$ cat src/sv/general_purpose_timer_regs_macros.svh
// Assertion macros for the timer register block.
`ifndef GENERAL_PURPOSE_TIMER_REGS_MACROS_SVH
`define GENERAL_PURPOSE_TIMER_REGS_MACROS_SVH

// Consequent holds in the same cycle as the antecedent.
`define GPTR_ASSERT_NOW(label, ante, cons, msg) \
    label: assert property (@(posedge i_clk) disable iff (!i_rst_n) \
        (ante) |-> (cons)) else $error(msg);

// Consequent holds in the cycle after the antecedent.
`define GPTR_ASSERT_NEXT(label, ante, cons, msg) \
    label: assert property (@(posedge i_clk) disable iff (!i_rst_n) \
        (ante) |=> (cons)) else $error(msg);

`endif

$ cat src/sv/gptr_pkg.sv
// Types and constants for the timer register block.
`default_nettype none
package gptr_pkg;

    typedef enum logic [1:0] {
        OP_TICK  = 2'd0,
        OP_READ  = 2'd1,
        OP_WRITE = 2'd2
    } t_op;

    typedef logic [9:0] t_reg_idx;

    localparam t_reg_idx REG_CTRL     = 10'd0;
    localparam t_reg_idx REG_PRESCALE = 10'd1;
    localparam t_reg_idx REG_STATUS   = 10'd2;
    localparam t_reg_idx REG_IRQ_EN   = 10'd3;
    localparam t_reg_idx REG_CMP1     = 10'd4;
    localparam t_reg_idx REG_CMP2     = 10'd5;
    localparam t_reg_idx REG_CMP3     = 10'd6;
    localparam t_reg_idx REG_CAPT1    = 10'd7;
    localparam t_reg_idx REG_CAPT2    = 10'd8;
    localparam t_reg_idx REG_COUNT    = 10'd9;

    localparam int CTL_EN_BIT    = 0;
    localparam int CTL_ENMOD_BIT = 1;
    localparam int CTL_FRR_BIT   = 9;
    localparam int CTL_SWR_BIT   = 15;

    localparam logic [31:0] CTL_CLEAR_MASK = 32'h0000_FC00;

    localparam logic [2:0] CLKSRC_A = 3'd1;
    localparam logic [2:0] CLKSRC_B = 3'd2;
    localparam logic [2:0] CLKSRC_C = 3'd4;

    localparam int ST_OF1_BIT  = 0;
    localparam int ST_ROV_BIT  = 5;
    localparam int IE_OF1_BIT  = 0;
    localparam int IE_ROV_BIT  = 5;
    localparam int IE_WIDTH    = 6;

endpackage
`default_nettype wire

$ cat src/sv/general_purpose_timer_regs.sv
// Timer register block: bus reads, bus writes and clock ticks as one item stream.
`default_nettype none
`include "general_purpose_timer_regs_macros.svh"

// Takes one item per cycle while o_in_stall is low and returns one result per
// item. The item is captured in an input register; when the output can advance,
// the timer state and the result register update together. The counter
// increment, the compare and the register decode fit between those registers.
// Each result carries the read data (zero unless the item is a read of a
// decoded register; CAPT1 and CAPT2 read zero) and the interrupt level after
// the item. A new item is taken while a result still waits to be collected, as
// long as the input register is free.
module general_purpose_timer_regs #(
    parameter int COUNT_WIDTH    = 32,
    parameter int PRESCALE_WIDTH = 12
) (
    input  wire logic               i_clk,
    input  wire logic               i_rst_n,
    input  wire logic               i_in_valid,
    output logic                    o_in_stall,
    input  wire logic [1:0]         i_op,
    input  wire gptr_pkg::t_reg_idx i_reg_index,
    input  wire logic [31:0]        i_write_data,
    output logic                    o_out_valid,
    input  wire logic               i_out_stall,
    output logic [31:0]             o_read_data,
    output logic                    o_irq_out
);
    import gptr_pkg::*;

    logic                      r_in_valid;
    logic [1:0]                r_in_op;
    t_reg_idx                  r_in_idx;
    logic [31:0]               r_in_data;

    logic                      r_out_valid;
    logic [31:0]               r_rd;
    logic                      r_irq;

    logic [31:0]               r_ctrl,  n_ctrl;
    logic [PRESCALE_WIDTH-1:0] r_psv,   n_psv;
    logic [PRESCALE_WIDTH-1:0] r_psc,   n_psc;
    logic                      r_of1,   n_of1;
    logic                      r_rov,   n_rov;
    logic [IE_WIDTH-1:0]       r_ie,    n_ie;
    logic [COUNT_WIDTH-1:0]    r_cmp,   n_cmp;
    logic [COUNT_WIDTH-1:0]    r_cnt,   n_cnt;
    logic [31:0]               n_rd;
    logic                      n_irq;

    logic                      advance;
    logic                      process;
    logic                      in_accept;
    logic [2:0]                clk_src;
    logic                      src_ok;
    logic [COUNT_WIDTH-1:0]    cnt_next;
    logic [63:0]               cnt_wide;
    logic [63:0]               cmp_wide;

    assign advance    = !r_out_valid || !i_out_stall;
    assign process    = r_in_valid && advance;
    assign o_in_stall = r_in_valid && !advance;
    assign in_accept  = i_in_valid && !o_in_stall;

    assign clk_src  = r_ctrl[8:6];
    assign src_ok   = (clk_src == CLKSRC_A) || (clk_src == CLKSRC_B) || (clk_src == CLKSRC_C);
    assign cnt_wide = 64'(r_cnt);
    assign cmp_wide = 64'(r_cmp);

    always_comb begin
        if (r_ctrl[CTL_FRR_BIT]) begin
            cnt_next = (&r_cnt) ? '0 : r_cnt + COUNT_WIDTH'(1);
        end else begin
            cnt_next = (r_cnt == r_cmp) ? '0 : r_cnt + COUNT_WIDTH'(1);
        end
    end

    always_comb begin
        n_ctrl = r_ctrl;
        n_psv  = r_psv;
        n_psc  = r_psc;
        n_of1  = r_of1;
        n_rov  = r_rov;
        n_ie   = r_ie;
        n_cmp  = r_cmp;
        n_cnt  = r_cnt;
        n_rd   = '0;
        if (process) begin
            case (r_in_op)
                OP_TICK: begin
                    if (r_ctrl[CTL_EN_BIT] && src_ok) begin
                        if (r_psc >= r_psv) begin
                            n_psc = '0;
                            n_cnt = cnt_next;
                            if (r_ctrl[CTL_FRR_BIT] && (&r_cnt)) begin
                                n_rov = 1'b1;
                            end
                            if (cnt_next == r_cmp) begin
                                n_of1 = 1'b1;
                            end
                        end else begin
                            n_psc = r_psc + PRESCALE_WIDTH'(1);
                        end
                    end
                end
                OP_READ: begin
                    unique case (r_in_idx)
                        REG_CTRL:            n_rd = r_ctrl;
                        REG_PRESCALE:        n_rd = 32'(r_psv);
                        REG_STATUS: begin
                            n_rd[ST_OF1_BIT] = r_of1;
                            n_rd[ST_ROV_BIT] = r_rov;
                        end
                        REG_IRQ_EN:          n_rd = 32'(r_ie);
                        REG_CMP1:            n_rd = cmp_wide[31:0];
                        REG_CMP2, REG_CMP3:  n_rd = '1;
                        REG_COUNT:           n_rd = cnt_wide[31:0];
                        default:             n_rd = '0;
                    endcase
                end
                OP_WRITE: begin
                    unique case (r_in_idx)
                        REG_CTRL: begin
                            if (r_in_data[CTL_SWR_BIT]) begin
                                n_cnt = '0;
                                n_psc = '0;
                                n_of1 = 1'b0;
                                n_rov = 1'b0;
                                n_psv = '0;
                                n_ie  = '0;
                                n_cmp = '1;
                            end
                            n_ctrl = r_in_data & ~CTL_CLEAR_MASK;
                            if (!r_ctrl[CTL_EN_BIT] && r_in_data[CTL_EN_BIT]
                                && r_in_data[CTL_ENMOD_BIT]) begin
                                n_cnt = '0;
                                n_psc = '0;
                            end
                        end
                        REG_PRESCALE: n_psv = PRESCALE_WIDTH'(r_in_data);
                        REG_STATUS: begin
                            if (r_in_data[ST_OF1_BIT]) n_of1 = 1'b0;
                            if (r_in_data[ST_ROV_BIT]) n_rov = 1'b0;
                        end
                        REG_IRQ_EN: n_ie = r_in_data[IE_WIDTH-1:0];
                        REG_CMP1: begin
                            n_cmp = COUNT_WIDTH'(r_in_data);
                            if (!r_ctrl[CTL_FRR_BIT]) begin
                                n_cnt = '0;
                                n_psc = '0;
                            end
                        end
                        default: begin
                        end
                    endcase
                end
                default: begin
                end
            endcase
        end
        n_irq = n_ctrl[CTL_EN_BIT]
              && ((n_of1 && n_ie[IE_OF1_BIT]) || (n_rov && n_ie[IE_ROV_BIT]));
    end

    always_ff @(posedge i_clk) begin
        if (!i_rst_n) begin
            r_ctrl <= '0;
            r_psv  <= '0;
            r_psc  <= '0;
            r_of1  <= 1'b0;
            r_rov  <= 1'b0;
            r_ie   <= '0;
            r_cmp  <= '1;
            r_cnt  <= '0;
        end else begin
            r_ctrl <= n_ctrl;
            r_psv  <= n_psv;
            r_psc  <= n_psc;
            r_of1  <= n_of1;
            r_rov  <= n_rov;
            r_ie   <= n_ie;
            r_cmp  <= n_cmp;
            r_cnt  <= n_cnt;
        end
    end

    always_ff @(posedge i_clk) begin
        if (!i_rst_n) begin
            r_in_valid  <= 1'b0;
            r_out_valid <= 1'b0;
        end else begin
            r_in_valid <= in_accept || (r_in_valid && !advance);
            if (advance) begin
                r_out_valid <= r_in_valid;
            end
        end
    end

    always_ff @(posedge i_clk) begin
        if (in_accept) begin
            r_in_op   <= i_op;
            r_in_idx  <= i_reg_index;
            r_in_data <= i_write_data;
        end
        if (process) begin
            r_rd  <= n_rd;
            r_irq <= n_irq;
        end
    end

    assign o_out_valid = r_out_valid;
    assign o_read_data = r_rd;
    assign o_irq_out   = r_irq;

    `GPTR_ASSERT_NOW(a_irq_needs_en, o_out_valid && o_irq_out, r_ctrl[CTL_EN_BIT],
        "interrupt shown while timer disabled")
    `GPTR_ASSERT_NEXT(a_hold_state, r_out_valid && i_out_stall, $stable(r_cnt) && $stable(r_ctrl),
        "timer state moved while result held")
    `GPTR_ASSERT_NEXT(a_rd_zero, process && (r_in_op != OP_READ), o_read_data == 32'd0,
        "read data non-zero for a non-read item")
    `GPTR_ASSERT_NEXT(a_in_kept, o_in_stall, r_in_valid,
        "pending item dropped under stall")

endmodule
`default_nettype wire

$ cat config.mk
export PLATFORM = sky130hd
export DESIGN_NAME = general_purpose_timer_regs
export DESIGN_NICKNAME = d
export VERILOG_FILES = /design/src/sv/gptr_pkg.sv /design/src/sv/general_purpose_timer_regs.sv
export VERILOG_INCLUDE_DIRS = /design/src /design/src/sv
export SDC_FILE = /design/constraint.sdc
export NUM_CORES = 1
export LEC_CHECK = 0
export ABC_AREA = 1
export BUFFER_PORTS_ARGS = -buffer_cell sky130_fd_sc_hd__buf_2
export CAP_MARGIN = 20
export CORE_AREA = 2 2 191 193
export DETAILED_ROUTE_END_ITERATION = 7
export DIE_AREA = 0 0 193 195
export PLACE_DENSITY_LB_ADDON = 0.3
export SYNTH_ARGS = -nofsm -noshare
export SYNTH_HDL_FRONTEND = slang
export SYNTH_SLANG_ARGS = --single-unit
$ cat constraint.sdc
create_clock -name i_clk -period 4.1 [get_ports i_clk]
set_input_delay 0.205 -clock i_clk [delete_from_list [all_inputs] [get_ports i_clk]]
set_output_delay 0.205 -clock i_clk [all_outputs]
set_load 0.02 [all_outputs]
==> results.cfg <==
[setup_path]
arrival_ns = 3.80
cp_slowest_cell = dfxtp_1
worst_path_most_repeated_cell = nand2_1
timing.rr.end = o_irq_out
crit_fanout = 63
cpPeakStageDelay_ns = 0.48
cp_cell_sequence = inv_1 -> nand2_1 -> o21ai_0 -> a21oi_1 -> nand2_1 -> nor2_1 -> nand3_2 -> buf_12 -> nand3_1 -> nand2_1 -> nor2_1 -> nand2_1 -> nor2_1 -> nand2_1 -> nor2_1 -> nand3_1 -> nand2_1 -> nand2_1 -> a21oi_2
r2r_cells = 19
r2r_start = r_cnt[27]
critPathCaptureType = register
start_kind = register
ff2ff_setup_slack_ns = 0.69
crit_required_ns = 4.49
worstSetupPathType = register to register

[cts]
cts_made_buffers = 23
tritoncts = yes
cts_root_buffer = clkbuf_16
postCtsSetupRepairBufs = 0
cts_sinks = 201
ctsResizeCount = 0
clkTransAtPathRegs_ns = 0.06
postCtsHoldBufs = 46
htree_levels = 1
cts.path.max_buffers = 3
insertion_delay_ns = 0.53

[worst_hold_path]
hold_depth = 3
hp-class = primary input to register
min_from = i_rst_n
hold_path_end = r_cmp[30]

[synth]
synth_edf_count = 77
synth_cell_types = 51
ys_seq_area_share_pct = 45.2
synth_seq_cells = 201
ys.flop_type = dfxtp_1
async_flop_share_pct = 0
syn_inst = 1403
netlist_area_um2 = 10600
ys.warnings.count = 0
syn_avg_cell_area_um2 = 7.55
synth_fp_nets = 1465

[sta]
worstMarginPinSlew_ns = 0.972
post-route-min-period_ns = 3.41
setup_violations = 0
hold_viol = 0
finalCritPeriodShare_pct = 83.1
rsz0062_at_grt = false
slew_viol_final = 0
relSlewSlack_pct = 35.2
tns_ns = 0
setup_slack_ns = 0.692
skew_ns = 0.0121
max_freq_mhz = 293

[floorplan]
initial_core_util_pct = 29.9
io_pins = 83
dieHeight_um = 195
core_um2 = 35400
die_area_um2 = 37600
die_w_um = 193
fp-row-count = 69

[run]
drv_cap = 0

[power_and_ir_drop]
ir_drop_v = 0.000356
power.total_uw = 4450
leakage_uw = 0.00507
powerDensity_nw_per_um2 = 351

[place]
place.gp.congestion = 0.917
pre_cts_ws_ns = 0.689
dp_cells = 1894
post_dp_cell_area_um2 = 11400
io_buffer_count = 82
hpwl_mm = 25.7

[cells_and_area]
drive_gt1_share_pct = 11.3
n_antenna_cell = 0
final_common_cell = nand2_1
final_cell_mix = nand2_1, inv_1, dfxtp_1
nNetsFinal = 1566
fin_cells = 1982
layout-area-overhead-vs-synth_pct = 19.7
finalInstanceArea_um2 = 12700

[grt]
track_usage_pct = 19.1
grt_antenna_before_repair = 0
grt_max_degree = 64
grt_pass1_vias = 9512
grt_pass1_wl_mm = 55.5
grt_overflow = 0

[routing]
dr.pass1.iters = 6
drc_errors = 0
ant_nets = 0
wirelength_mm = 36.1
via_per_inst = 5.08
vias = 10100
drtIter0Drc = 951
wl_per_cell_um = 18.2

[outcome]
status = finished clean
==> critical path, delay by kind of cell (launching register included) <==
family          cells  cell delay, ns
buf+inv             2            0.51
flops               1            0.48
compound gates      3            0.36
simple gates       14            1.92
==> per-stage QoR <==
step / hold slack (ns) / util (%)
after floorplan: 0.304 / -
after global placement: 0.381 / 32.3
after detailed placement: 0.383 / 32.3
after CTS: 0.259 / 35.8
after global routing: 0.297 / 35.8
final: 0.300 / 35.8
==> routing by layer <==
layer,GRT usage (%),part of all wire [%],wire [um],vias up
met5,0,0,0,-
met4,5.05,2.6,943,0
met3,2.52,5.3,1900,55
met2,31.2,46,16800,342
met1,26.4,46,16500,4792
li1,-,-,-,4879
==> worst max path at each step <==
stage	start	end	slack, ns	depth (start not counted)
2_1_floorplan	o_out_valid	o_irq_out	0.16	10
3_3_place_gp	r_cnt[27]	o_irq_out	0.71	19
3_5_place_dp	r_cnt[27]	o_irq_out	0.69	19
4_1_cts	r_cnt[27]	o_irq_out	0.70	19
5_1_grt	r_cnt[27]	o_irq_out	0.48	19
6_report	r_cnt[27]	o_irq_out	0.69	19
==> Yosys cell counts (all sizes together) (2+ instances only) <==
library cell  instances  area share (%)
a211oi               14            0.99
a21boi                2            0.14
a21oi               108             5.1
a221oi               29             2.4
a2bb2oi               6            0.50
a41oi                 2            0.17
buf                  24             1.5
clkbuf               51             1.9
dfxtp               124              23
edfxtp               77              22
ha                   14             1.7
inv                 164             5.8
nand2               363              13
nand3               106             5.1
nand3b                2            0.26
nand4                10            0.59
nor2                130             5.0
nor3                 16            0.85
nor4                  2            0.12
o211ai               33             2.3
o21ai                78             3.7
o221ai                5            0.41
o22ai                 2            0.12
o2bb2ai               2            0.17
o31ai                 2            0.14
or2                   2            0.12
xnor2                 7            0.58
xor2                 18             1.5
==> cell type report <==
type | instances | area, um2
sequential | 201 | 4790
tap | 461 | 577
clock inverter | 12 | 168
clock buffer | 30 | 612
multi-input combinational | 962 | 4860
fill | 3724 | 22700
timing repair buffer | 151 | 1060
inverter | 165 | 619
==> state kept, by name, summed over array words and instances, names as in the netlist <==
register     count
o_out_valid      1
r_ie             6
o_read_data     32
r_rov            1
r_in_valid       1
o_irq_out        1
r_in_data       32
r_psv           12
r_in_op          2
r_ctrl          26
r_cnt           32
r_in_idx        10
r_psc           12
r_of1            1
r_cmp           32
==> report_power, final <==
group	internal [uW]	switching, uW	total (uW)	leakage (uW)
sequential	2110	26.6	2140	0.00177
clock	1310	854	2160	0.000376
combinational	60.6	91.7	152	0.00293
==> cells by family after synthesis <==
kind of cell / count (synthesis) / synth area share [%]
simple gates: 633 / 25.1
buf+inv: 240 / 9.21
flops: 201 / 45.2
compound gates: 290 / 16.7
fa+ha+maj: 14 / 1.65
xor+xnor: 25 / 2.07
(Power assumes the default switching activity.)
